$ cat src/sv/lcar_pkg.sv
// ----------------------------------------------------------------------------
// lcar_pkg
// Shared widths, codes and constants of the load-cell converter reader.
// ----------------------------------------------------------------------------
package lcar_pkg;

   localparam int DATA_BITS     = 24;
   localparam int MAX_SAMPLES   = 64;
   localparam int FRACTION_BITS = 16;

   localparam int SAMPLES_BITS = 7;
   localparam int SCALE_BITS   = 24;
   localparam int FORCE_BITS   = 41;

   localparam int BIT_CNT_BITS = $clog2(DATA_BITS + 1);
   localparam int COUNT_BITS   = $clog2(MAX_SAMPLES + 1);
   localparam int SUM_BITS     = DATA_BITS + $clog2(MAX_SAMPLES + 1);

   // shared divider sizes: average (sum / count) and force (mag * 2^F / scale)
   localparam int DIV_BITS  = (SUM_BITS > DATA_BITS + FRACTION_BITS) ?
                              SUM_BITS : DATA_BITS + FRACTION_BITS;
   localparam int DVSR_BITS = (SCALE_BITS > COUNT_BITS) ? SCALE_BITS : COUNT_BITS;
   localparam int STEP_BITS = $clog2(DIV_BITS + 1);

   localparam int CSR_INDEX_BITS = 1;
   localparam int CSR_DATA_BITS  = SCALE_BITS;

   localparam logic [CSR_INDEX_BITS-1:0] CSR_SAMPLES = 1'b0;
   localparam logic [CSR_INDEX_BITS-1:0] CSR_SCALE   = 1'b1;

   localparam logic [SAMPLES_BITS-1:0] SAMPLES_RESET = SAMPLES_BITS'(5);
   localparam logic [SCALE_BITS-1:0]   SCALE_RESET   = SCALE_BITS'(17000);

   typedef enum logic [1:0] {
      MODE_TICK    = 2'd0,
      MODE_MEASURE = 2'd1,
      MODE_TARE    = 2'd2
   } mode_type;

endpackage

$ cat src/sv/load_cell_adc_reader.sv
// ----------------------------------------------------------------------------
// load_cell_adc_reader
// Host side of the two-wire load-cell converter link with averaging and tare.
// ----------------------------------------------------------------------------
// Each request is one half period of the converter serial clock and gives
// exactly one response. An ordinary tick request is answered in the next
// cycle. The tick that completes a measurement or tare runs the shared
// restoring divider, one quotient bit per cycle over DIV_BITS (40) bits:
// once for the average and, for a measurement, once more for the scaled
// force, before the response is given. One request is in flight at a time;
// req_ready is low until its response has been taken.
module load_cell_adc_reader import lcar_pkg::*; (
   input  logic                          clock,
   input  logic                          reset,
   input  logic                          req_valid,
   output logic                          req_ready,
   input  logic                          req_data_level,
   input  logic [1:0]                    req_mode,
   output logic                          rsp_valid,
   input  logic                          rsp_ready,
   output logic                          rsp_serial_clock,
   output logic                          rsp_busy_res,
   output logic                          rsp_result_valid,
   output logic                          rsp_result_kind,
   output logic [DATA_BITS-1:0]          rsp_average_raw,
   output logic signed [FORCE_BITS-1:0]  rsp_force_q16,
   input  logic                          csr_valid,
   output logic                          csr_ready,
   input  logic [CSR_INDEX_BITS-1:0]     csr_index,
   input  logic [CSR_DATA_BITS-1:0]      csr_data
);

   typedef enum logic [1:0] {
      ST_READY,
      ST_AVG,
      ST_FORCE,
      ST_RESP
   } ctrl_type;

   typedef enum logic [1:0] {
      PH_IDLE,
      PH_WAIT,
      PH_BITS,
      PH_GAIN
   } phase_type;

   ctrl_type                 state_ff, state_in;
   phase_type                phase_ff, phase_in;
   logic                     clock_level_ff, clock_level_in;
   logic [BIT_CNT_BITS-1:0]  bit_counter_ff, bit_counter_in;
   logic [DATA_BITS-1:0]     shift_word_ff, shift_word_in;
   logic [SUM_BITS-1:0]      running_sum_ff, running_sum_in;
   logic [COUNT_BITS-1:0]    words_taken_ff, words_taken_in;
   logic                     pending_kind_ff, pending_kind_in;
   logic [DATA_BITS-1:0]     tare_offset_ff, tare_offset_in;
   logic [SAMPLES_BITS-1:0]  samples_ff, samples_in;
   logic [SCALE_BITS-1:0]    scale_ff, scale_in;
   logic                     neg_ff, neg_in;
   logic [DATA_BITS-1:0]     avg_ff, avg_in;

   logic                     rsp_serial_clock_ff, rsp_serial_clock_in;
   logic                     rsp_busy_res_ff, rsp_busy_res_in;
   logic                     rsp_result_valid_ff, rsp_result_valid_in;
   logic                     rsp_result_kind_ff, rsp_result_kind_in;
   logic [DATA_BITS-1:0]     rsp_average_raw_ff, rsp_average_raw_in;
   logic [FORCE_BITS-1:0]    rsp_force_q16_ff, rsp_force_q16_in;

   logic                     req_fire;
   logic [DATA_BITS-1:0]     word;
   logic [SUM_BITS-1:0]      sum_next;
   logic [COUNT_BITS-1:0]    words_next;
   logic [COUNT_BITS-1:0]    wanted;
   logic [DATA_BITS-1:0]     avg_q;
   logic [DATA_BITS-1:0]     mag;
   logic                     neg_avg;
   logic [FORCE_BITS-1:0]    q_ext;

   logic                     div_start;
   logic [DIV_BITS-1:0]      div_dividend;
   logic [DVSR_BITS-1:0]     div_divisor;
   logic                     div_done;
   logic [DIV_BITS-1:0]      div_quotient;

   lcar_div u_div (
      .clock    (clock),
      .reset    (reset),
      .start    (div_start),
      .dividend (div_dividend),
      .divisor  (div_divisor),
      .done     (div_done),
      .quotient (div_quotient)
   );

   assign req_ready = (state_ff == ST_READY);
   assign req_fire  = req_valid && req_ready;
   assign csr_ready = 1'b1;

   always_comb begin
      // words per sequence, clamped into 1..MAX_SAMPLES
      if (samples_ff == '0) begin
         wanted = COUNT_BITS'(1);
      end else if (SAMPLES_BITS'(samples_ff) > SAMPLES_BITS'(MAX_SAMPLES)) begin
         wanted = COUNT_BITS'(MAX_SAMPLES);
      end else begin
         wanted = COUNT_BITS'(samples_ff);
      end
      word       = shift_word_ff ^ {1'b1, {(DATA_BITS-1){1'b0}}};
      sum_next   = running_sum_ff + SUM_BITS'(word);
      words_next = words_taken_ff + 1'b1;
      avg_q      = div_quotient[DATA_BITS-1:0];
      neg_avg    = avg_q < tare_offset_ff;
      mag        = neg_avg ? (tare_offset_ff - avg_q) : (avg_q - tare_offset_ff);
      q_ext      = FORCE_BITS'(div_quotient);
   end

   always_comb begin
      state_in            = state_ff;
      phase_in            = phase_ff;
      clock_level_in      = clock_level_ff;
      bit_counter_in      = bit_counter_ff;
      shift_word_in       = shift_word_ff;
      running_sum_in      = running_sum_ff;
      words_taken_in      = words_taken_ff;
      pending_kind_in     = pending_kind_ff;
      tare_offset_in      = tare_offset_ff;
      samples_in          = samples_ff;
      scale_in            = scale_ff;
      neg_in              = neg_ff;
      avg_in              = avg_ff;
      rsp_serial_clock_in = rsp_serial_clock_ff;
      rsp_busy_res_in     = rsp_busy_res_ff;
      rsp_result_valid_in = rsp_result_valid_ff;
      rsp_result_kind_in  = rsp_result_kind_ff;
      rsp_average_raw_in  = rsp_average_raw_ff;
      rsp_force_q16_in    = rsp_force_q16_ff;
      div_start           = 1'b0;
      div_dividend        = DIV_BITS'(sum_next);
      div_divisor         = DVSR_BITS'(words_next);

      if (csr_valid && csr_ready) begin
         case (csr_index)
            CSR_SAMPLES: samples_in = csr_data[SAMPLES_BITS-1:0];
            CSR_SCALE:   scale_in   = csr_data[SCALE_BITS-1:0];
            default:     ;
         endcase
      end

      case (state_ff)
         ST_READY: begin
            if (req_fire) begin
               // ordinary tick response unless the sequence completes below
               state_in            = ST_RESP;
               rsp_result_valid_in = 1'b0;
               rsp_result_kind_in  = 1'b0;
               rsp_average_raw_in  = '0;
               rsp_force_q16_in    = '0;
               case (phase_ff)
                  PH_IDLE: begin
                     clock_level_in = 1'b0;
                     if (req_mode == MODE_MEASURE || req_mode == MODE_TARE) begin
                        pending_kind_in = (req_mode == MODE_TARE);
                        running_sum_in  = '0;
                        words_taken_in  = '0;
                        bit_counter_in  = '0;
                        shift_word_in   = '0;
                        phase_in        = PH_WAIT;
                     end
                  end
                  PH_WAIT: begin
                     clock_level_in = 1'b0;
                     if (!req_data_level) begin
                        bit_counter_in = '0;
                        shift_word_in  = '0;
                        clock_level_in = 1'b1;
                        phase_in       = PH_BITS;
                     end
                  end
                  PH_BITS: begin
                     if (!clock_level_ff) begin
                        clock_level_in = 1'b1;
                     end else begin
                        shift_word_in  = {shift_word_ff[DATA_BITS-2:0], req_data_level};
                        clock_level_in = 1'b0;
                        bit_counter_in = bit_counter_ff + 1'b1;
                        if (bit_counter_in >= BIT_CNT_BITS'(DATA_BITS)) begin
                           phase_in = PH_GAIN;
                        end
                     end
                  end
                  PH_GAIN: begin
                     if (!clock_level_ff) begin
                        clock_level_in = 1'b1;
                     end else begin
                        clock_level_in = 1'b0;
                        shift_word_in  = word;
                        bit_counter_in = '0;
                        if (words_next >= wanted) begin
                           // sequence done: divide the full sum by the word count
                           running_sum_in = '0;
                           words_taken_in = '0;
                           phase_in       = PH_IDLE;
                           div_start      = 1'b1;
                           state_in       = ST_AVG;
                        end else begin
                           running_sum_in = sum_next;
                           words_taken_in = words_next;
                           phase_in       = PH_WAIT;
                        end
                     end
                  end
                  default: ;
               endcase
               rsp_serial_clock_in = clock_level_in;
               rsp_busy_res_in     = (phase_in != PH_IDLE);
            end
         end
         ST_AVG: begin
            if (div_done) begin
               avg_in = avg_q;
               if (pending_kind_ff) begin
                  tare_offset_in      = avg_q;
                  rsp_result_valid_in = 1'b1;
                  rsp_result_kind_in  = 1'b1;
                  rsp_average_raw_in  = avg_q;
                  rsp_force_q16_in    = '0;
                  state_in            = ST_RESP;
               end else begin
                  neg_in       = neg_avg;
                  div_start    = 1'b1;
                  div_dividend = DIV_BITS'(mag) << FRACTION_BITS;
                  div_divisor  = (scale_ff == '0) ? DVSR_BITS'(1) : DVSR_BITS'(scale_ff);
                  state_in     = ST_FORCE;
               end
            end
         end
         ST_FORCE: begin
            if (div_done) begin
               rsp_result_valid_in = 1'b1;
               rsp_result_kind_in  = 1'b0;
               rsp_average_raw_in  = avg_ff;
               rsp_force_q16_in    = neg_ff ? (FORCE_BITS'(0) - q_ext) : q_ext;
               state_in            = ST_RESP;
            end
         end
         ST_RESP: begin
            if (rsp_ready) begin
               state_in = ST_READY;
            end
         end
         default: state_in = ST_READY;
      endcase
   end

   always_ff @(posedge clock) begin
      if (reset) begin
         state_ff        <= ST_READY;
         phase_ff        <= PH_IDLE;
         clock_level_ff  <= 1'b0;
         bit_counter_ff  <= '0;
         shift_word_ff   <= '0;
         running_sum_ff  <= '0;
         words_taken_ff  <= '0;
         pending_kind_ff <= 1'b0;
         tare_offset_ff  <= '0;
         samples_ff      <= SAMPLES_RESET;
         scale_ff        <= SCALE_RESET;
      end else begin
         state_ff        <= state_in;
         phase_ff        <= phase_in;
         clock_level_ff  <= clock_level_in;
         bit_counter_ff  <= bit_counter_in;
         shift_word_ff   <= shift_word_in;
         running_sum_ff  <= running_sum_in;
         words_taken_ff  <= words_taken_in;
         pending_kind_ff <= pending_kind_in;
         tare_offset_ff  <= tare_offset_in;
         samples_ff      <= samples_in;
         scale_ff        <= scale_in;
      end
      neg_ff              <= neg_in;
      avg_ff              <= avg_in;
      rsp_serial_clock_ff <= rsp_serial_clock_in;
      rsp_busy_res_ff     <= rsp_busy_res_in;
      rsp_result_valid_ff <= rsp_result_valid_in;
      rsp_result_kind_ff  <= rsp_result_kind_in;
      rsp_average_raw_ff  <= rsp_average_raw_in;
      rsp_force_q16_ff    <= rsp_force_q16_in;
   end

   assign rsp_valid        = (state_ff == ST_RESP);
   assign rsp_serial_clock = rsp_serial_clock_ff;
   assign rsp_busy_res     = rsp_busy_res_ff;
   assign rsp_result_valid = rsp_result_valid_ff;
   assign rsp_result_kind  = rsp_result_kind_ff;
   assign rsp_average_raw  = rsp_average_raw_ff;
   assign rsp_force_q16    = rsp_force_q16_ff;

endmodule

$ cat src/sv/lcar_div.sv
// ----------------------------------------------------------------------------
// lcar_div
// Restoring unsigned divider, one quotient bit per cycle.
// ----------------------------------------------------------------------------
module lcar_div import lcar_pkg::*; (
   input  logic                 clock,
   input  logic                 reset,
   input  logic                 start,
   input  logic [DIV_BITS-1:0]  dividend,
   input  logic [DVSR_BITS-1:0] divisor,
   output logic                 done,
   output logic [DIV_BITS-1:0]  quotient
);

   logic                  busy_ff, busy_in;
   logic                  done_ff, done_in;
   logic [STEP_BITS-1:0]  step_ff, step_in;
   logic [DVSR_BITS-1:0]  rem_ff, rem_in;
   logic [DIV_BITS-1:0]   quo_ff, quo_in;
   logic [DVSR_BITS-1:0]  dvsr_ff, dvsr_in;
   logic [DVSR_BITS:0]    partial;
   logic [DVSR_BITS+1:0]  diff;

   always_comb begin
      partial = {rem_ff, quo_ff[DIV_BITS-1]};
      diff    = {1'b0, partial} - {2'b00, dvsr_ff};
      busy_in = busy_ff;
      done_in = 1'b0;
      step_in = step_ff;
      rem_in  = rem_ff;
      quo_in  = quo_ff;
      dvsr_in = dvsr_ff;
      if (start) begin
         busy_in = 1'b1;
         step_in = '0;
         rem_in  = '0;
         quo_in  = dividend;
         dvsr_in = divisor;
      end else if (busy_ff) begin
         // borrow means the divisor does not fit: keep the partial remainder
         if (diff[DVSR_BITS+1]) begin
            rem_in = partial[DVSR_BITS-1:0];
            quo_in = {quo_ff[DIV_BITS-2:0], 1'b0};
         end else begin
            rem_in = diff[DVSR_BITS-1:0];
            quo_in = {quo_ff[DIV_BITS-2:0], 1'b1};
         end
         step_in = step_ff + 1'b1;
         if (step_ff == STEP_BITS'(DIV_BITS - 1)) begin
            busy_in = 1'b0;
            done_in = 1'b1;
         end
      end
   end

   always_ff @(posedge clock) begin
      if (reset) begin
         busy_ff <= 1'b0;
         done_ff <= 1'b0;
      end else begin
         busy_ff <= busy_in;
         done_ff <= done_in;
      end
      step_ff <= step_in;
      rem_ff  <= rem_in;
      quo_ff  <= quo_in;
      dvsr_ff <= dvsr_in;
   end

   assign done     = done_ff;
   assign quotient = quo_ff;

endmodule
$ cat config.mk
export PLATFORM = sky130hd
export DESIGN_NAME = load_cell_adc_reader
export DESIGN_NICKNAME = d
export VERILOG_FILES = /design/src/sv/lcar_pkg.sv /design/src/sv/load_cell_adc_reader.sv /design/src/sv/lcar_div.sv
export SDC_FILE = /design/constraint.sdc
export NUM_CORES = 1
export LEC_CHECK = 0
export BUFFER_PORTS_ARGS = -buffer_cell sky130_fd_sc_hd__buf_2
export CORE_ASPECT_RATIO = 0.75
export CORE_UTILIZATION = 31
export CTS_BUF_LIST = sky130_fd_sc_hd__clkbuf_4
export DETAILED_ROUTE_END_ITERATION = 10
export SLEW_MARGIN = 20
export SYNTH_ARGS = -nofsm -noshare
export SYNTH_HDL_FRONTEND = slang
export SYNTH_SLANG_ARGS = --single-unit
$ cat constraint.sdc
create_clock -name clock -period 7.1 [get_ports clock]
set_input_delay 1.065 -clock clock [delete_from_list [all_inputs] [get_ports clock]]
set_output_delay 1.065 -clock clock [all_outputs]
set_load 0.1 [all_outputs]
# Word-level counts from Yosys, hierarchy flattened
# Cells that the tools add are included.
totals:
  out_inout_bits: 72
  input_bits: 33
  reg_bits: 318
  wordCells: 171
op_classes:
  n_mux: 82
  n_bitwise: 7
  eq_ne: 18
  n_reduce_logical: 25
  add_sub_neg: 8
  n_lt_le_gt_ge: 4
ops:
  columns: ["op", "n"]
  rows:
  - ["$mux 24", 10]
  - ["$mux 41", 5]
  - ["$mux 40", 5]
  - ["$pmux 41 s3", 1]
  - ["$pmux 24 s4", 1]
  - ["$mux 31", 3]
  - ["$pmux 24 s3", 1]
  - ["$mux 7", 9]
  - ["$pmux 31 s2", 1]
  - ["$sub 24x24->24", 2]
  - ["$sub 1x40->41 const A", 1]
  - ["$add 31x24->31", 1]
  - ["$mux 2", 14]
  - ["$sub 25x24->26", 1]
  - ["$logic_not 24->1", 1]
  - ["$lt 24x24->1", 1]
  - ["$mux 1", 20]
  - ["$mux 5", 4]
  - ["$pmux 5 s4", 1]
  - ["$pmux 2 s4", 2]
  - ["$pmux 7 s2", 1]
  - ["$reduce_and 6->1", 2]
  - ["$eq 2x2->1 const B", 5]
  - ["$ne 2x2->1 const B", 5]
  - ["25 further kinds", 47]

# Logic depth before layout (Yosys ltp)
# Gate-level depths: netlist of the first run.
logic_depth:
  ltp_word: 10
  ltp_mapped: 14
  depth_no_buf: 13

# Modules after synthesis
# Synthesis of the first run repeated with hierarchy kept, for this count alone.
unflattened:
  hier_cells: 1980
  hier_area_um2: 18534.0
by_module_without_submodules:
  columns: ["mod", "area_each_um2", "seq_area_each_um2", "cells_each", "instances"]
  rows:
  - ["load_cell_adc_reader", 13406.6, 5385.2, 1529, 1]
  - ["lcar_div", 5127.4, 2562.5, 451, 1]

# Worst setup path before layout of the first run
# OpenSTA, ideal clock, no wires.
synth_timing:
  path_kind: "register -> register"
  from: "register state_ff[0]"
  to: "register rsp_average_raw_ff[0] (netlist: rsp_average_raw[0]), enable pin"
  path_stages_with_launch: 6
  t_required_ns: 6.525
  setup_time_ns: 0.575
  arrival_time_ns: 5.956
  period_less_slack_ns: 6.531
  setup_slack_ns: 0.569
  path_cell_list: "dfxtp_1 > inv_1 > ha_1 > inv_1 > o22ai_1 > nor3_1"
synth_between:
  elab_chain_len: 4
  elab_cells_between_ends: 10
  classes_between: "eq/ne: 6; reduce/logical: 4"
synth_rtl:
  columns: ["item", "line", "source"]
  rows:
  - ["from (decl)", "load_cell_adc_reader.sv:47", "ctrl_type state_ff, state_in;"]
  - ["from (signal assigned)", "load_cell_adc_reader.sv:268", "state_ff <= state_in;"]
  - ["$logic_not 2->1 (*)", "load_cell_adc_reader.sv:94", "assign req_ready = (state_ff == ST_READY);"]
  - ["via req_ready", "load_cell_adc_reader.sv:16", "output logic req_ready,"]
  - ["$logic_and 1x1->1", "load_cell_adc_reader.sv:95", "assign req_fire = req_valid && req_ready;"]
  - ["$ne 2x1->1 (no source line)", null, null]
  - ["$reduce_and 5->1 (no source line) (*)", null, null]
  - ["to (signal assigned)", "load_cell_adc_reader.sv:286", "rsp_average_raw_ff <= rsp_average_raw_in;"]
  - ["to (decl)", "load_cell_adc_reader.sv:65", "logic [DATA_BITS-1:0] rsp_average_raw_ff, rsp_average_raw_in;"]
# Mark *: on every way through the listed nets, which the timed path passes. The rest lies on a longest branch.
# A chain may end at the register's enable or synchronous reset.

# Worst setup path after layout of the first run
layout_timing:
  from: "register u_div.quo_ff[0] (netlist: u_div.quotient[0])"
  to: "register u_div.quo_ff[38] (netlist: u_div.quotient[38]) (data pin)"
layout_between:
  elab_chain_len: 6
  elab_cells_between_ends: 8
  classes_between: "add/sub: 2; order compare: 1; mux: 5"
layout_rtl:
  columns: ["item", "line", "source"]
  rows:
  - ["from (decl)", "lcar_div.sv:19", "logic [DIV_BITS-1:0] quo_ff, quo_in;"]
  - ["from (signal assigned)", "lcar_div.sv:66", "quo_ff <= quo_in;"]
  - ["$sub 24x24->24 / $lt 24x24->1 (equally long branches)", "load_cell_adc_reader.sv:112, load_cell_adc_reader.sv:111", null]
  - ["$mux 24 (*)", "load_cell_adc_reader.sv:112", "mag = neg_avg ? (tare_offset_ff - avg_q) : (avg_q - tare_offset_ff);"]
  - ["$mux 40 (*)", "load_cell_adc_reader.sv:220", "if (pending_kind_ff) begin"]
  - ["$mux 40 (*)", "load_cell_adc_reader.sv:218", "if (div_done) begin"]
  - ["$mux 40 (*)", "load_cell_adc_reader.sv:148", "case (state_ff)"]
  - ["$mux 40 (*)", "lcar_div.sv:33", "if (start) begin"]
  - ["via u_div.quo_in[38]", "lcar_div.sv:19", null]
# Marked as above.

==> reports/metrics.csv, run 1 <==
stage;metric;value;unit
drt;drt_iter0_markers;1087;
run;maxCapViolCount;0;
timing;fmax;0.2338;GHz
global_route;antenna_found_initial;2;
yosys;syn_area;18290;um2
yosys;syn_area_per_cell;9.020;um2
yosys;syn_nets;2178;
cells_and_area;largest_register_ffs;41;
clocking;numClockSinks;318;
cells_and_area;layout-area-overhead-vs-synth;12.89;%
setup_path;setup.worst_path.start;u_div.quotient[0];
global_route;grt-ovfl-total;0;
floorplan;fp.dieH;212.4;um
cells_and_area;nNetsFinal;2273;
floorplan;initial_core_util;31.64;%
clocking;cts_root_buffer;clkbuf_4;
setup_path;r2r_setup_slack;2.82;ns
drt;post-route-drc-count;0;
yosys;synth_warnings;0;
global_route;grt_pass1_vias;14580;
timing;maxSlewHeadroom;27.66;%
global_route;grtUsageTotal;16.42;%
setup_path;setup.worst_path.end;u_div.quotient[38];
clocking;numCtsBuffers;88;
clocking;clockBufferDepth;3;
setup_path;crit_type;register to register;
yosys;synth_ff_type;dfxtp_1;
setup_path;crit_required;7.62;ns
cells_and_area;drive_gt1_share;13.34;%
placed_design;portBuffers;103;
yosys;ys_seq_elements;318;
global_route;grt_max_degree;68;
timing;slew_viol_final;0;
placed_design;routabilityCongestion;0.9071;
setup_path;path_cells;inv_1 > ha_1 > fa_1 > nand3b_1 > a211o_1 > a31oi_1 > a21oi_2 > a21oi_4 > inv_2 > a2111oi_0 > nor2_1 > xnor2_1 > o21ai_1;
setup_path;worst_path_max_delay_cell;a21oi_4;
setup_path;reg2reg_depth;13;
clocking;cts_tree;done;
setup_path;r2r-start;u_div.quotient[0];
floorplan;die_x;282.5;um
timing;tns;0;ns
clocking;post_cts_resized;0;
setup_path;arrival;4.79;ns
floorplan;rows;76;
yosys;synth-seq-area-share;43.45;%
timing;period_needed;4.276;ns
clocking;clk_latency;0.84;ns
clocking;h-tree-depth;3;
drt;viasPerCell;5.105;
floorplan;ios;105;
drt;routedWlPerCell;16.46;um
drt;ant_nets;0;
status;outcome;finished clean;
setup_path;r2r_end;u_div.quotient[38];
clocking;cts_setup_buffers;0;
power;leakage;7.997;nW
yosys;syn_inst;2028;
min_path;min_path_type;register to register;
timing;setup_viol;0;
timing;clock_skew;0.06895;ns
power;ir_worst_vdd;0.1443;mV
timing;worst_pin_slew;1.085;ns
power;power_density;321.9;nW/um2
placed_design;hpwlAfterDp;35290;um
yosys;async_flop_share;0;%
drt;dr.pass1.iters;5;
drt;vias;15210;
drt;routed_wl;49050;um
setup_path;crit_path_end_kind;register;
global_route;grt_pass1_wl;78800;um
timing;hold_viol_final;0;
timing;rsz0062_at_grt;false;
setup_path;cp_slowest_stage_delay;0.67;ns
timing;period_share;60.23;%
yosys;synth_edf_count;158;
cells_and_area;final_util;35.72;%
floorplan;core;57820;um2
floorplan;die_area;59990;um2
yosys;synth.distinct_cells;75;
setup_path;worst-path-max-fanout;26;
min_path;hp-start;tare_offset_ff[23];
setup_path;critPathLaunchType;register;
clocking;cts.reportedPaths.clkPinSlew;0.07;ns
clocking;ctsHoldBuffers;0;
[power by group]
group	internal (W)	switching, W
sequential	0.00227	0.0000934
combinational	0.000431	0.00214
clock	0.000910	0.000803
total	0.00361	0.00303
[critical path, delay by kind of cell, from the launching register on]
family	cells	cell delay (ns)
buffers and inverters	2	0.42
adder cells (fa/ha/maj)	2	0.63
XOR/XNOR	1	0.16
flip-flops	1	0.53
AND/OR/NAND/NOR	2	0.31
AO/OA/AOI/OAI	6	1.89
[final cells by class]
type | count | area [um2]
Antenna cell | 4 | 10.01
Clock buffer | 136 | 1021
Clock inverter | 27 | 138.9
Fill cell | 5990 | 37160
Inverter | 105 | 394.1
Multi-Input combinational cell | 1494 | 9548
Sequential cell | 318 | 7948
Tap cell | 780 | 975.9
Timing Repair Buffer | 116 | 615.6
[cells in the final DEF (no fill, tap or decap), types with 22 or more instances in the layout]
| cell | count |
|---|---|
| o21ai_0 | 113 |
| a22oi_1 | 55 |
| nand2_1 | 258 |
| ha_1 | 111 |
| mux2i_1 | 22 |
| dfxtp_1 | 160 |
| clkbuf_4 | 136 |
| xor2_1 | 23 |
| nand3_1 | 62 |
| nor2_1 | 103 |
| a21o_1 | 36 |
| and2_1 | 59 |
| buf_2 | 102 |
| nor2b_1 | 48 |
| edfxtp_1 | 158 |
| nand2b_1 | 24 |
| inv_1 | 102 |
| a21oi_1 | 213 |
| xnor2_1 | 86 |
[worst min-delay path by stage]
stage | endpoint | depth (start not counted)
6_report | tare_offset_ff[23] | 2
2_1_floorplan | running_sum_ff[4] | 2
3_5_place_dp | running_sum_ff[4] | 2
4_1_cts | scale_ff[18] | 3
5_1_grt | scale_ff[18] | 3
3_3_place_gp | running_sum_ff[4] | 2
[logic make-up after synthesis]
logic type | count (synthesis) | synth area share (%)
AO/OA/AOI/OAI | 578 | 19.82
XOR/XNOR | 109 | 5.219
adder cells (fa/ha/maj) | 117 | 8.167
multiplexers | 26 | 1.450
other | 1 | 0.02050
buffers and inverters | 216 | 4.535
flip-flops | 318 | 43.45
AND/OR/NAND/NOR | 663 | 17.35
[Yosys cell counts (13+ instances only)]
cell type	instances	share of area, %
nor3_1	19	0.52
nor2_1	104	2.1
nand3_1	62	1.7
clkbuf_1	91	1.9
and2_1	60	2.1
a22oi_1	55	2.3
nand4_1	20	0.68
xnor2_1	86	4.1
inv_1	102	2.1
o21a_1	16	0.66
ha_1	113	7.7
a31oi_1	13	0.44
nor2b_1	50	1.7
o31ai_1	13	0.53
nand2_1	258	5.3
mux2i_1	22	1.2
a21o_1	36	1.5
o21ai_0	114	3.1
nor4_1	14	0.48
a21oi_1	213	5.8
and3_1	17	0.58
edfxtp_1	158	26
xor2_1	23	1.1
dfxtp_1	160	18
a211oi_1	14	0.57
nand2b_1	25	0.85
[stage by stage]
| step | setup slack [ns] | hold WS [ns] | cells | total power (W) | area [um2] |
|---|---|---|---|---|---|
| after floorplan | 0.5695 | 0.4356 | 2028 | 0.004593 | 18290 |
| after CTS | 2.444 | 0.4139 | 2976 | 0.006735 | 20630 |
| after global routing | 2.520 | 0.4112 | 2980 | 0.006977 | 20650 |
| final | 2.824 | 0.4710 | 2980 | 0.006648 | 20650 |
| after detailed placement | 2.510 | 0.4564 | 2813 | 0.004998 | 19470 |
| after global placement | 2.670 | 0.4443 | 2813 | 0.004975 | 19470 |
[layer usage]
metal	share of wire, %	track usage [%]	vias up
met3	5.2	3.593	74
met1	51	24.03	7296
li1	-	-	7511
met4	1.7	5.014	0
met2	42	23.79	332
met5	0	0	-
No activity file was read; power rests on OpenSTA's default activity.
==> run 2: changes to the inputs <==
==> constraint.sdc (replaced) <==
create_clock -name clock -period 3.8 [get_ports clock]
set_input_delay 0.57 -clock clock [delete_from_list [all_inputs] [get_ports clock]]
set_output_delay 0.57 -clock clock [all_outputs]
set_load 0.1 [all_outputs]
==> run 2 against run 1 <==
Effect of this change: global-route usage up 0.57 points; sequential power up 86%; core utilization up 0.95 points; via count up 2.4%; sequential share of layout area down 0.99 points; combinational power up 92%; fmax up 21%; setup slack worse by 2.6 ns; sequential cell count unchanged; clock skew down 0.023 ns; total power up 90%; cell count up 2.0%; critical path type unchanged; largest cell class unchanged.
==> reports/metrics.csv, run 2 (synthesized netlist as in run 1, its figures left out) <==
stage;metric;value;unit;change
clocking;numCtsBuffers;88;;unchanged
drt;ant_nets;0;;unchanged
global_route;grt_pass1_wl;80830;um;+2.6%
setup_path;arrival;4.05;ns;-0.74 ns
clocking;cts_root_buffer;clkbuf_4;;
power;leakage;8.280;nW;+3.5%
timing;maxSlewHeadroom;27.80;%;+0.14 points
setup_path;cp_slowest_stage_delay;0.43;ns;-0.24 ns
clocking;h-tree-depth;3;;unchanged
placed_design;place_ws;0.3248;ns;-2.185 ns
clocking;cts.reportedPaths.clkPinSlew;0.06;ns;about the same
cells_and_area;drive_gt1_share;14.19;%;+0.85 points
setup_path;crit_path_end_kind;register;;
timing;worst_pin_slew;1.083;ns;-0.002074 ns
clocking;clockBufferDepth;3;;unchanged
setup_path;crit_required;4.31;ns;-3.31 ns
clocking;clk_latency;0.81;ns;-0.03 ns
timing;setup_viol;0;;unchanged
placed_design;hpwlAfterDp;36360;um;+3.0%
cells_and_area;stdcell_area;21200;um2;+2.6%
timing;hold_viol_final;0;;unchanged
cells_and_area;largest_register_ffs;41;;unchanged
min_path;min_path_type;primary input to register;;
cells_and_area;nNetsFinal;2331;;+2.6%
run;maxCapViolCount;0;;unchanged
drt;vias;15570;;+2.4%
timing;period_share;93.03;%;+33 points
placed_design;routabilityCongestion;0.9022;;-0.54%
cells_and_area;layout_common_cells;nand2_1, a21oi_1, dfxtp_1;;
global_route;antenna_found_initial;2;;unchanged
status;outcome;finished clean;;
setup_path;worst_path_max_delay_cell;a2111oi_0;;
drt;post-route-drc-count;0;;unchanged
drt;dr.pass1.iters;6;;+1
cells_and_area;layout_commonest_cell;nand2_1;;
cells_and_area;multiInputGateArea;9545;um2;about the same
floorplan;fp.dieH;212.4;um;unchanged
timing;period_needed;3.535;ns;-0.7413 ns
setup_path;critPathLaunchType;register;;
global_route;grtUsageTotal;16.99;%;+0.57 points
setup_path;worst-path-max-fanout;12;;-54%
setup_path;path_cells;inv_1 > ha_1 > fa_1 > nand3b_1 > a211o_1 > a31oi_1 > a21oi_2 > a21oi_4 > inv_2 > a2111oi_0 > nor2_1 > xnor2_1 > o21ai_1;;
cells_and_area;ff_latch_area;7948;um2;unchanged
global_route;grt_pass1_vias;14700;;+0.80%
timing;clock_skew;0.04603;ns;-0.02291 ns
timing;tns;0;ns;unchanged
floorplan;core;57820;um2;unchanged
timing;slew_viol_final;0;;unchanged
timing;whs;0.1896;ns;-0.2814 ns
clocking;cts_tree;done;;
drt;routed_wl;51170;um;+4.3%
drt;drt_iter0_markers;1212;;+11%
setup_path;crit_type;register to register;;
global_route;grt-ovfl-total;0;;unchanged
clocking;numClockSinks;318;;unchanged
placed_design;dpl_cell_area;19750;um2;+1.4%
drt;viasPerCell;5.123;;+0.35%
power;ir_worst_vdd;0.4979;mV;+250%
setup_path;path_buf_inv;2;;unchanged
drt;routedWlPerCell;16.83;um;+2.3%
timing;finalWorstSetupSlack;0.2649;ns;-2.559 ns
floorplan;initial_core_util;31.64;%;unchanged
floorplan;rows;76;;unchanged
floorplan;die_area;59990;um2;unchanged
placed_design;portBuffers;103;;unchanged
cells_and_area;layout-area-overhead-vs-synth;15.88;%;
floorplan;ios;105;;unchanged
global_route;grt_max_degree;80;;+18%
power;power_density;596.0;nW/um2;+85%
cells_and_area;num-fill-cells;5942;;-0.80%
floorplan;die_x;282.5;um;unchanged
timing;rsz0062_at_grt;false;;
timing;fmax;0.2829;GHz;+21%
setup_path;crit_family;compound AO/OA/AOI/OAI gates;;
clocking;cts_setup_buffers;0;;unchanged
## run 2: changes by cell type in the layout (fill, tap and decap cells not counted), sizes merged
| cell | delta |
|---|---|
| buf | +33 |
| clkinv | +1 |
| diode | +1 |
| bufinv | +1 |
| inv | -1 |
| dlygate4sd3 | +25 |
| clkbuf | -1 |
| clkinvlp | +1 |
## run 2: metal layers
metal	vias to the layer above	routed length [um]	track usage (%)
li1	7633	-	-
met1	7407	25890	25.15
met2	455	21110	24.04
met3	78	3127	3.736
met4	0	1037	5.685
met5	-	0	0
## run 2: repair_timing
| action | 4_1_cts | 5_1_grt |
|---|---|---|
| endpoints found under the hold margin | 32 | 0 |
| gates resized for setup | 0 | 0 |
| hold buffers | 25 | 0 |
## run 2: worst reg2reg max path, delay by kind of cell, from the launching register on
kind            cells  cell delay [ns]
fa+ha+maj           2             0.61
compound gates      6             1.54
simple gates        2             0.31
buf+inv             2             0.29
flops               1             0.34
xor+xnor            1             0.16
## run 2: cell type report
type | instances | share of cell area, %
Clock buffer | 135 | 4.781
Inverter | 105 | 1.859
Sequential cell | 318 | 37.49
Antenna cell | 5 | 0.05902
Tap cell | 780 | 4.604
Clock inverter | 29 | 0.8027
Multi-Input combinational cell | 1494 | 45.03
Timing Repair Buffer | 174 | 5.371
## run 2: stage by stage
step | util [%] | total power [W] | std cells
after detailed placement | 34.16 | 0.009462 | 2846
after global routing | 36.66 | 0.01327 | 3040
after floorplan | - | 0.008540 | 2028
after CTS | 36.64 | 0.01282 | 3035
after global placement | 34.16 | 0.009417 | 2846
final | 36.66 | 0.01263 | 3040
## run 2: report_power, final
group          total [W]  internal, W  switching (W)
clock network    0.00327      0.00176        0.00152
logic            0.00494     0.000894        0.00405
registers        0.00442      0.00424       0.000182
## run 2: final timing paths
| path | cells after the start | endpoint | slack (ns) | from |
|---|---|---|---|---|
| min reg2reg | 2 | running_sum_ff[4] | 0.46 | running_sum_ff[4] |
| max reg2reg | 13 | u_div.quotient[38] | 0.26 | u_div.quotient[0] |
| min | 4 | pending_kind_ff | 0.19 | req_mode[1] |
| max | 13 | u_div.quotient[38] | 0.26 | u_div.quotient[0] |
